$ cat config.mk
export PLATFORM = sky130hd
export DESIGN_NAME = utf8_decode_xml_name_class
export DESIGN_NICKNAME = d
export VERILOG_FILES = /design/src/rtl/core/u8xml_pkg.sv /design/src/rtl/core/u8xml_decode.sv /design/src/rtl/core/u8xml_class.sv /design/src/rtl/core/utf8_decode_xml_name_class.sv
export SDC_FILE = /design/constraint.sdc
export NUM_CORES = 1
export LEC_CHECK = 0
export ABC_CLOCK_PERIOD_IN_PS = 4000
export BUFFER_PORTS_ARGS = -buffer_cell sky130_fd_sc_hd__buf_4
export CAP_MARGIN = 10
export CORE_ASPECT_RATIO = 1.2
export CORE_MARGIN = 5
export CORE_UTILIZATION = 58
export CTS_BUF_LIST = sky130_fd_sc_hd__clkbuf_16
export DETAILED_ROUTE_END_ITERATION = 7
export PLACE_DENSITY = 0.78
export REMOVE_ABC_BUFFERS = 1
export SLEW_MARGIN = 40
export SYNTH_ARGS = -nofsm -noshare
export SYNTH_HDL_FRONTEND = slang
export SYNTH_HIERARCHICAL = 1
export SYNTH_SLANG_ARGS = --single-unit
$ cat constraint.sdc
create_clock -name clk -period 4 [get_ports clk]
set_clock_uncertainty 0.05 [all_clocks]
set_input_delay 0 -clock clk [delete_from_list [all_inputs] [get_ports clk]]
set_output_delay 0 -clock clk [all_outputs]
set_load 0.01 [all_outputs]
$ cat src/rtl/core/u8xml_pkg.sv
// shared types, status codes and xml name range tables for the utf-8 decoder
// used by u8xml_decode, u8xml_class and utf8_decode_xml_name_class
// no dependencies
package u8xml_pkg;

  localparam int CP_W = 21;

  typedef logic [CP_W-1:0] cp_t;

  typedef enum logic [2:0] {
    ST_OK       = 3'd0,
    ST_BAD_CONT = 3'd1,
    ST_OVERLONG = 3'd2,
    ST_STRAY    = 3'd3,
    ST_ILLEGAL  = 3'd4
  } status_t;

  // one decode step outcome
  typedef struct packed {
    logic    emit;
    cp_t     code_point;
    status_t status;
  } dec_result_t;

  // smallest legal value by sequence length minus one
  function automatic cp_t min_value(input logic [1:0] seq_len);
    cp_t v;
    case (seq_len)
      2'd0:    v = cp_t'(21'h0);
      2'd1:    v = cp_t'(21'h80);
      2'd2:    v = cp_t'(21'h800);
      default: v = cp_t'(21'h10000);
    endcase
    return v;
  endfunction

  // half-open ranges [lo, hi) of name start characters
  localparam int NUM_START = 16;
  localparam cp_t START_LO [NUM_START] = '{
    21'h3a,   21'h41,   21'h5f,   21'h61,
    21'hc0,   21'hd8,   21'hf8,   21'h370,
    21'h37f,  21'h200c, 21'h2070, 21'h2c00,
    21'h3001, 21'hf900, 21'hfdf0, 21'h10000
  };
  localparam cp_t START_HI [NUM_START] = '{
    21'h3b,   21'h5b,   21'h60,   21'h7b,
    21'hd7,   21'hf7,   21'h300,  21'h37e,
    21'h2000, 21'h200e, 21'h2190, 21'h2ff0,
    21'hd800, 21'hfdd0, 21'hfffe, 21'hf0000
  };

  // half-open ranges [lo, hi) of name characters
  localparam int NUM_NAME = 18;
  localparam cp_t NAME_LO [NUM_NAME] = '{
    21'h2d,   21'h30,   21'h41,   21'h5f,
    21'h61,   21'hb7,   21'hc0,   21'hd8,
    21'hf8,   21'h37f,  21'h200c, 21'h203f,
    21'h2070, 21'h2c00, 21'h3001, 21'hf900,
    21'hfdf0, 21'h10000
  };
  localparam cp_t NAME_HI [NUM_NAME] = '{
    21'h2f,   21'h3b,   21'h5b,   21'h60,
    21'h7b,   21'hb8,   21'hd7,   21'hf7,
    21'h37e,  21'h2000, 21'h200e, 21'h2041,
    21'h2190, 21'h2ff0, 21'hd800, 21'hfdd0,
    21'hfffe, 21'hf0000
  };

endpackage

$ cat src/rtl/core/u8xml_decode.sv
// utf-8 sequence assembly: partial code point, continuation count, error checks
// depends on u8xml_pkg
module u8xml_decode (
  input  logic                     clk,
  input  logic                     rst,
  input  logic                     step,
  input  logic [7:0]               data_byte,
  output u8xml_pkg::dec_result_t   result
);

  u8xml_pkg::cp_t partial_value, partial_value_next;
  logic [1:0]     bytes_remaining, bytes_remaining_next;
  logic [1:0]     sequence_length, sequence_length_next;
  u8xml_pkg::cp_t assembled;

  // shift in six payload bits, top bits fall off
  assign assembled = {partial_value[u8xml_pkg::CP_W-7:0], data_byte[5:0]};

  always_comb begin
    partial_value_next   = partial_value;
    bytes_remaining_next = bytes_remaining;
    sequence_length_next = sequence_length;
    result.emit          = 1'b0;
    result.code_point    = '0;
    result.status        = u8xml_pkg::ST_OK;
    if (bytes_remaining == 2'd0) begin
      if (data_byte inside {[8'h00:8'h7f]}) begin
        result.emit       = 1'b1;
        result.code_point = u8xml_pkg::cp_t'(data_byte);
      end else if (data_byte inside {[8'h80:8'hbf]}) begin
        result.emit   = 1'b1;
        result.status = u8xml_pkg::ST_STRAY;
      end else if (data_byte inside {[8'hc2:8'hdf]}) begin
        partial_value_next   = u8xml_pkg::cp_t'(data_byte[4:0]);
        bytes_remaining_next = 2'd1;
        sequence_length_next = 2'd1;
      end else if (data_byte inside {[8'he0:8'hef]}) begin
        partial_value_next   = u8xml_pkg::cp_t'(data_byte[3:0]);
        bytes_remaining_next = 2'd2;
        sequence_length_next = 2'd2;
      end else if (data_byte inside {[8'hf0:8'hf4]}) begin
        partial_value_next   = u8xml_pkg::cp_t'(data_byte[2:0]);
        bytes_remaining_next = 2'd3;
        sequence_length_next = 2'd3;
      end else begin
        result.emit   = 1'b1;
        result.status = u8xml_pkg::ST_ILLEGAL;
      end
    end else if (data_byte[7:6] != 2'b10) begin
      // byte is consumed, not restarted as a lead
      result.emit          = 1'b1;
      result.status        = u8xml_pkg::ST_BAD_CONT;
      partial_value_next   = '0;
      bytes_remaining_next = 2'd0;
      sequence_length_next = 2'd0;
    end else if (bytes_remaining == 2'd1) begin
      result.emit          = 1'b1;
      partial_value_next   = '0;
      bytes_remaining_next = 2'd0;
      sequence_length_next = 2'd0;
      if (assembled < u8xml_pkg::min_value(sequence_length)) begin
        result.status = u8xml_pkg::ST_OVERLONG;
      end else begin
        result.code_point = assembled;
      end
    end else begin
      partial_value_next   = assembled;
      bytes_remaining_next = bytes_remaining - 2'd1;
    end
    if (!step) begin
      result.emit = 1'b0;
    end
  end

  always_ff @(posedge clk) begin
    if (rst) begin
      partial_value   <= '0;
      bytes_remaining <= 2'd0;
      sequence_length <= 2'd0;
    end else if (step) begin
      partial_value   <= partial_value_next;
      bytes_remaining <= bytes_remaining_next;
      sequence_length <= sequence_length_next;
    end
  end

endmodule

$ cat src/rtl/core/u8xml_class.sv
// xml NameStartChar / NameChar classification by parallel range compares
// depends on u8xml_pkg range tables
module u8xml_class (
  input  u8xml_pkg::cp_t code_point,
  input  logic           ok,
  output logic           name_start,
  output logic           name_char
);

  logic [u8xml_pkg::NUM_START-1:0] start_hit;
  logic [u8xml_pkg::NUM_NAME-1:0]  name_hit;

  always_comb begin
    for (int i = 0; i < u8xml_pkg::NUM_START; i++) begin
      start_hit[i] = (code_point >= u8xml_pkg::START_LO[i]) &&
                     (code_point <  u8xml_pkg::START_HI[i]);
    end
    for (int i = 0; i < u8xml_pkg::NUM_NAME; i++) begin
      name_hit[i] = (code_point >= u8xml_pkg::NAME_LO[i]) &&
                    (code_point <  u8xml_pkg::NAME_HI[i]);
    end
  end

  assign name_start = ok && (|start_hit);
  assign name_char  = ok && (|name_hit);

endmodule

$ cat src/rtl/core/utf8_decode_xml_name_class.sv
// top level: streaming utf-8 decoder with xml name character flags
// depends on u8xml_pkg, u8xml_decode, u8xml_class
//
// One byte of a utf-8 stream enters per slave transfer, and one result
// leaves per finished character or per malformed byte; leads and good
// non-final continuation bytes produce nothing. Each byte sits in the
// input register, goes through the sequence check and the range compares,
// and lands in the result register, so the block sustains one byte per
// cycle while the result side is not stalled.
// The result register is the only thing that can stall the input side;
// a new byte is still taken while a finished result waits for m_tready, as
// long as the input register is empty. Errors (stray or bad continuation,
// overlong form, illegal lead) report code point zero with both flags low
// and return the decoder to idle after consuming the offending byte.
// Surrogates and values up to 0x13ffff pass as ok.
module utf8_decode_xml_name_class (
  input  logic        clk,
  input  logic        rst,
  input  logic        s_tvalid,
  output logic        s_tready,
  input  logic [7:0]  s_tdata,   // [7:0] data_byte
  output logic        m_tvalid,
  input  logic        m_tready,
  output logic [23:0] m_tdata,   // [20:0] code_point, [23:21] zero
  output logic [4:0]  m_tuser    // [2:0] status, [3] name_start, [4] name_char
);

  // input register
  logic       in_valid;
  logic [7:0] in_byte;

  // result register
  logic                out_valid;
  u8xml_pkg::cp_t      out_code_point;
  u8xml_pkg::status_t  out_status;
  logic                out_name_start;
  logic                out_name_char;

  logic                   advance;
  logic                   step;
  u8xml_pkg::dec_result_t dec_res;
  logic                   cls_start;
  logic                   cls_char;

  // result slot free, so the byte in the input register may be processed
  assign advance  = !out_valid || m_tready;
  assign step     = in_valid && advance;
  assign s_tready = !in_valid || advance;

  u8xml_decode u_decode (
    .clk       (clk),
    .rst       (rst),
    .step      (step),
    .data_byte (in_byte),
    .result    (dec_res)
  );

  u8xml_class u_class (
    .code_point (dec_res.code_point),
    .ok         (dec_res.status == u8xml_pkg::ST_OK),
    .name_start (cls_start),
    .name_char  (cls_char)
  );

  always_ff @(posedge clk) begin
    if (rst) begin
      in_valid <= 1'b0;
    end else if (s_tready) begin
      in_valid <= s_tvalid;
    end
  end

  always_ff @(posedge clk) begin
    if (s_tready) begin
      in_byte <= s_tdata;
    end
  end

  always_ff @(posedge clk) begin
    if (rst) begin
      out_valid <= 1'b0;
    end else if (advance) begin
      out_valid <= step && dec_res.emit;
    end
  end

  // payload only loads on a real result
  always_ff @(posedge clk) begin
    if (advance && dec_res.emit) begin
      out_code_point <= dec_res.code_point;
      out_status     <= dec_res.status;
      out_name_start <= cls_start;
      out_name_char  <= cls_char;
    end
  end

  assign m_tvalid = out_valid;
  assign m_tdata  = {3'b000, out_code_point};
  assign m_tuser  = {out_name_char, out_name_start, out_status};

endmodule

==> results of run 1 <==
Yosys cell counts (2+ instances only):
| cell type | number |
|---|---|
| nand2_1 | 47 |
| nand4_1 | 7 |
| nor2b_1 | 4 |
| o311ai_0 | 4 |
| nand3_1 | 7 |
| buf_4 | 8 |
| xnor2_1 | 3 |
| nand4b_1 | 2 |
| inv_1 | 10 |
| and3_1 | 3 |
| o211ai_1 | 4 |
| nor3_1 | 7 |
| a211oi_1 | 2 |
| a21oi_2 | 2 |
| o31ai_1 | 4 |
| edfxtp_1 | 34 |
| nor4_1 | 13 |
| and2_1 | 10 |
| nand2b_1 | 14 |
| nand3b_1 | 3 |
| nor2_1 | 10 |
| a21oi_1 | 25 |
| clkbuf_1 | 7 |
| o32ai_1 | 2 |
| o31a_1 | 2 |
| dfxtp_1 | 21 |
| a211o_1 | 2 |
| o21ai_0 | 3 |
| ha_1 | 4 |
| mux2i_1 | 13 |
| or2_2 | 2 |
| a21boi_0 | 3 |
| buf_2 | 5 |
| buf_6 | 2 |
| or4_1 | 4 |
cells by family (layout without fill, tap and decap cells):
logic type      count (synthesis)  in the layout
compound gates                 71             71
simple gates                  149            149
buf+inv                        33             85
fa+ha+maj                       4              4
flops                          55             55
other cells                     1              3
xor+xnor                        3              3
mux                            13             13
per-layer routing:
metal / vias up / wire (um) / GRT usage (%)
met4: 0 / 250 / 10.32
met2: 112 / 3792 / 35.93
li1: 1338 / - / -
met5: - / 0 / 0
met1: 1292 / 3070 / 26.83
met3: 22 / 421 / 3.762
state kept, by name, indices dropped and copies added (netlist names):
name,flops
out_code_point,21
u_decode/partial_value,15
out_status,3
u_decode/bytes_remaining,2
in_byte,8
u_decode/sequence_length,2
out_name_start,1
m_tvalid,1
out_name_char,1
in_valid,1
critical path: stages (launching register included):
cell and delay [ns]:
dfxtp_1 0.35, or4_1 0.53, o31a_1 0.28, o31ai_4 0.32, buf_4 0.25, a21oi_1 0.09, or4_1 0.54, nor2_1 0.11
a311oi_1 0.12, a311oi_2 0.23, nand4b_1 0.16, o41a_1 0.43
what timing repair did:
action | 4_1_cts | 5_1_grt
hold buffers | 11 | 0
endpoints found under the hold margin | 10 | 0
setup buffers | 0 | 0
worst max-delay path by stage:
| stage | to | from | slack (ns) |
|---|---|---|---|
| after floorplan | out_name_start | u_decode/partial_value[3] | 0.21 |
| after global placement | out_name_start | u_decode/partial_value[3] | 0.41 |
| after detailed placement | out_name_start | u_decode/partial_value[3] | 0.32 |
| after CTS | out_name_start | u_decode/partial_value[3] | 0.29 |
| after global routing | out_name_start | u_decode/partial_value[3] | 0.05 |
| final | out_name_start | u_decode/partial_value[3] | 0.28 |
area by class of cell:
| class | count | area share, % |
|---|---|---|
| multi-input cells | 243 | 41.21 |
| flip-flops and latches | 55 | 37.32 |
| repair buffers | 67 | 13.74 |
| clock buffers | 6 | 3.887 |
| well taps | 62 | 2.008 |
| inverters | 10 | 0.9718 |
| clock inverters | 2 | 0.8746 |
power groups by stage:
| stage | logic (mW) | clock network, mW | registers (mW) |
|---|---|---|---|
| detailed placement | 0.160 | 0 | 0.651 |
| global route | 0.187 | 0.552 | 0.641 |
| global placement | 0.158 | 0 | 0.650 |
| floorplan | 0.0907 | 0 | 0.653 |
| finish | 0.171 | 0.517 | 0.639 |
| CTS | 0.169 | 0.529 | 0.638 |
==> flow_summary.ini, run 1 <==
[synthesis]
yosysTopAreaCell = edfxtp_1
synthCells = 329
synthXorXnorAreaFrac_pct = 0.8226
synth_top_family_by_area = simple AND/OR/NAND/NOR gates
synth_edf_count = 34
synth_ff_type = edfxtp_1
synthesis.area_um2 = 3194
synth_compound_area_share_pct = 16.37
synth-async-reset-ratio_pct = 0
netlist.area_leader.share_pct = 31.96
synthSimpleGateAreaFrac_pct = 26.44
synth.area.mux_share_pct = 4.074
synth_seq_cells = 55
synth.avg_cell_area_um2 = 9.709
yosys_warnings = 6
ys_types = 71
synth_seq_area_share_pct = 45.12
yosys-top-cells-area = edfxtp_1 (32%), dfxtp_1 (13%), nand2_1 (5.5%)
synth_fa_ha_area_share_pct = 1.567

[critical_path]
required_ns = 3.99
worstPathArrival_ns = 3.71
crit_fanout = 11
startpoint_type = register
timing.rr.start = u_decode/partial_value[3]
critPathKind = reg2reg
cp-end-kind = register
worstRegToRegCells = 11
reg2reg_to = out_name_start
rrSetupSlack_ns = 0.28

[pwr]
pwr-share-seq_pct = 48.1
p_comb_share_pct = 12.9
p_per_area_nw_per_um2 = 343.5
clkPwrFrac_pct = 38.9
internal-power_mw = 1.032
total_power_mw = 1.327
ir_drop_uv = 302.5
switching_power_mw = 0.2948
switching_share_pct = 22.22
leakagePower_nw = 1.556

[finish]
regArea_um2 = 1441
area_growth_pct = 20.92
fin_nets = 398
drive_gt1_share_pct = 20.37
final_common_cell = buf_4
utilization_pct = 72.41
instances_no_fill = 445
multiInputGateArea_um2 = 1592
antenna_cells = 0
final_area_um2 = 3862
mostFrequentLayoutCells = buf_4 (56), nand2_1 (47), edfxtp_1 (34)
fillers = 397

[grt]
grt_pass1_vias = 2635
grt_max_degree = 27
grt_pass1_wl_um = 12750
grt-ovfl-total = 0
antenna_found_initial = 0
grt_usage_pct = 21.59

[placement]
placed_cell_area_um2 = 3562
port_buffers = 39
placed_cells = 426
dp_hpwl_um = 5436
dpl_worst_slack_ns = 0.3163
gp_congestion = 0.9715

[worst_hold_path]
hold_path_end = u_decode/partial_value[0]
worstHoldPathType = in2reg
whs_path_depth = 2
hp-start = rst

[floorplanning]
die_h_um = 91.30
initial_core_util_pct = 59.89
core-area_um2 = 5334
die_w_um = 77.75
dieArea_um2 = 7098
ios = 43
fp-row-count = 29

[detailed_routing]
wl_per_cell_um = 16.93
detail-route-antenna-nets = 0
drt_first_pass_iters = 4
viasPerCell = 6.211
wl_um = 7534
route.detailed.drc = 0
drt_iter0_drc = 215
num_vias = 2764

[timing]
finalCriticalPeriod_ns = 3.724
setup_viol = 0
fin_tns_setup_ns = 0
slew_viol_final = 0
fin_ws_ns = 0.2760
hold_viol = 0
tightest_slew_ns = 0.6254
hold_slack_ns = 0.009875
relSlewSlack_pct = 58.30
fmax_ghz = 0.2685
period_share_pct = 93.10
rsz0062_at_grt = no

[status]
outcome = finished clean

[cts]
cts_buffer_depth = 2
clkTransAtPathRegs_ns = 0.07
numCtsBuffers = 5
cts_tree = yes
cts.sinks = 55
h-tree-depth = 2
cts_resized = 0
cts-root-buf = clkbuf_16
clk-insertion-delay-late_ns = 0.28

[run]
max_cap_violations = 0
Power figures use the tool's default switching activity.
==> run 2: changes to the inputs <==
- CORE_UTILIZATION: 58 -> 57
- CTS_CLUSTER_DIAMETER: default -> 50
- PLACE_DENSITY: 0.78 -> 0.77
- SYNTH_HIERARCHICAL: 1 -> default
==> flow_summary.ini, run 2 <==
[pwr]
ir_drop_uv = 263.4
leakagePower_nw = 1.380
total_power_mw = 1.228
p_per_area_nw_per_um2 = 341.2
pwr-share-seq_pct = 53.1
switching_power_mw = 0.3043
internal-power_mw = 0.9240
switching_share_pct = 24.77
p_comb_share_pct = 12.5
clkPwrFrac_pct = 34.4

[cts]
cts-root-buf = clkbuf_16
cts_tree = yes
cts.sinks = 55
clk-insertion-delay-late_ns = 0.29
cts_resized = 0
clkTransAtPathRegs_ns = 0.07
cts_setup_buffers = 0
h-tree-depth = 2
postCtsHoldBufs = 11
numCtsBuffers = 5
cts_buffer_depth = 2

[floorplanning]
fp-row-count = 29
initial_core_util_pct = 58.19
die_w_um = 76.67
dieArea_um2 = 6901
ios = 43
die_h_um = 90.01
core-area_um2 = 5225

[finish]
mostFrequentLayoutCells = buf_4 (46), nand2_1 (39), edfxtp_1 (34)
multiInputGateArea_um2 = 1451
area_growth_pct = 18.39
largest_registers = out_code_point: 21 flops, u_decode.partial_value: 15 flops, in_byte: 8 flops
fillers = 433
final_common_cell = buf_4
instances_no_fill = 437
fin_nets = 390
regArea_um2 = 1441
largest_register_ffs = 21
drive_gt1_share_pct = 16.00
antenna_cells = 0
regMostFlops = out_code_point

[timing]
fmax_ghz = 0.2877
fin_ws_ns = 0.5242
relSlewSlack_pct = 54.07
fin_tns_setup_ns = 0
tightest_slew_ns = 0.6826
finalCriticalPeriod_ns = 3.476
period_share_pct = 86.90
rsz0062_at_grt = no
slew_viol_final = 0
hold_slack_ns = 0.3753
hold_viol = 0
setup_viol = 0

[synthesis]
synth_edf_count = 34
ys_top_cells_by_count = nand2_1 (39), edfxtp_1 (34), a21oi_1 (29)
synth-async-reset-ratio_pct = 0
ys_types = 59
yosys-top-cells-area = edfxtp_1 (34%), dfxtp_1 (14%), nand2_1 (4.8%)
yosys_warnings = 0
synth_most_common_cell = nand2_1
synthCells = 334
synth_seq_cells = 55
synth.avg_cell_area_um2 = 9.103
netlist.area_leader.share_pct = 33.58
synth_seq_area_share_pct = 47.41
synth_ff_type = edfxtp_1
synthesis.area_um2 = 3040
yosysTopAreaCell = edfxtp_1

[detailed_routing]
wl_um = 7786
drt_first_pass_iters = 7
viasPerCell = 6.481
detail-route-antenna-nets = 0
wl_per_cell_um = 17.82
route.detailed.drc = 0
num_vias = 2832
drt_iter0_drc = 384

[critical_path]
critPathSlowestCell = or4_1
crit_chain = inv_1 > ha_1 > and4bb_2 > o31a_1 > o21a_1 > nor2_1 > or4_1 > a32o_1 > a311oi_1 > nand3_1
slowest_delay_ns = 0.57
critPathKind = reg2reg
startpoint_type = register
cp-startpoint = u_decode.bytes_remaining[0]
required_ns = 3.97
worstPathArrival_ns = 3.45
timing.rr.start = u_decode.bytes_remaining[0]
crit_fanout = 13
cp-end-kind = register

[placement]
dpl_worst_slack_ns = 0.5687
gp_congestion = 0.9727
dp_hpwl_um = 5412
port_buffers = 39
placed_cells = 418

[worst_hold_path]
worstHoldPathType = in2reg
hp-start = s_tdata[5]

[grt]
grt-ovfl-total = 0
antenna_found_initial = 0
grt_usage_pct = 22.21
grt_pass1_vias = 2617
grt_pass1_wl_um = 12800
grt_max_degree = 22

[status]
outcome = finished clean

[run]
max_cap_violations = 0
==> run 2: cell count changes in the layout (fill, tap and decap cells not counted), moves of 6 or more <==
cell,change
nand2_1,-8
nand2b_1,-8
and2_1,+6
buf_4,-10
mux2i_1,-13
nand3_1,+12
nor4_1,-6
nor2_1,+14
==> run 2: area by class of cell <==
class | instances | area share [%]
Tap cell | 62 | 2.155
Clock buffer | 5 | 3.476
Clock inverter | 3 | 0.5214
Sequential cell | 55 | 40.04
Inverter | 8 | 0.8342
Timing Repair Buffer | 57 | 12.65
Multi-Input combinational cell | 247 | 40.32
==> run 2: metrics by stage <==
stage	area (um^2)	utilization [%]
final	3600	68.89
after global routing	3600	68.89
after CTS	3600	68.89
after detailed placement	3346	64.03
after global placement	3346	64.03
after floorplan	2923	-
==> run 2: layer usage <==
layer / part of all wire (%) / up-vias / GRT usage [%] / wire (um)
li1: - / 1318 / - / -
met3: 8.3 / 29 / 3.800 / 648
met5: 0 / - / 0 / 0
met1: 40 / 1318 / 29.70 / 3088
met2: 50 / 167 / 35.69 / 3860
met4: 2.4 / 0 / 8.455 / 188
==> run 2: cells by family (layout without fill, tap and decap cells) <==
family / Yosys count / after routing / share of synthesized area [%]
xor gates and xnor gates: 2 / 2 / 0.5762
AOI/OAI and AO/OA: 80 / 80 / 17.70
DFF: 55 / 55 / 47.41
other: 1 / 3 / 0.1233
buffers and inverters: 34 / 73 / 5.103
adders and majority gates: 4 / 4 / 1.646
and+or+nand+nor: 158 / 158 / 27.45
==> run 2: critical path: cells and delay by family (launching register included) <==
kind                     cells  cell delay, ns
flip-flops                   1            0.34
AND/OR/NAND/NOR              4            1.27
adder cells (fa/ha/maj)      1            0.34
buffers and inverters        1            0.08
AO/OA/AOI/OAI                4            1.13
==> run 2: power groups by stage <==
| stage | registers, mW | logic, mW | clock network, mW |
|---|---|---|---|
| final | 0.652 | 0.153 | 0.423 |
| after detailed placement | 0.664 | 0.143 | 0 |
| after CTS | 0.652 | 0.152 | 0.432 |
| after global routing | 0.655 | 0.168 | 0.452 |
| after floorplan | 0.665 | 0.0756 | 0 |
| after global placement | 0.663 | 0.141 | 0 |
==> run 2: final timing paths <==
check / slack [ns] / end / depth (start not counted)
setup / recovery: 0.52 / out_name_start / 10
hold / removal: 0.38 / in_byte[5] / 2
setup reg to reg: 0.52 / out_name_start / 10
hold reg to reg: 0.45 / u_decode.sequence_length[1] / 2
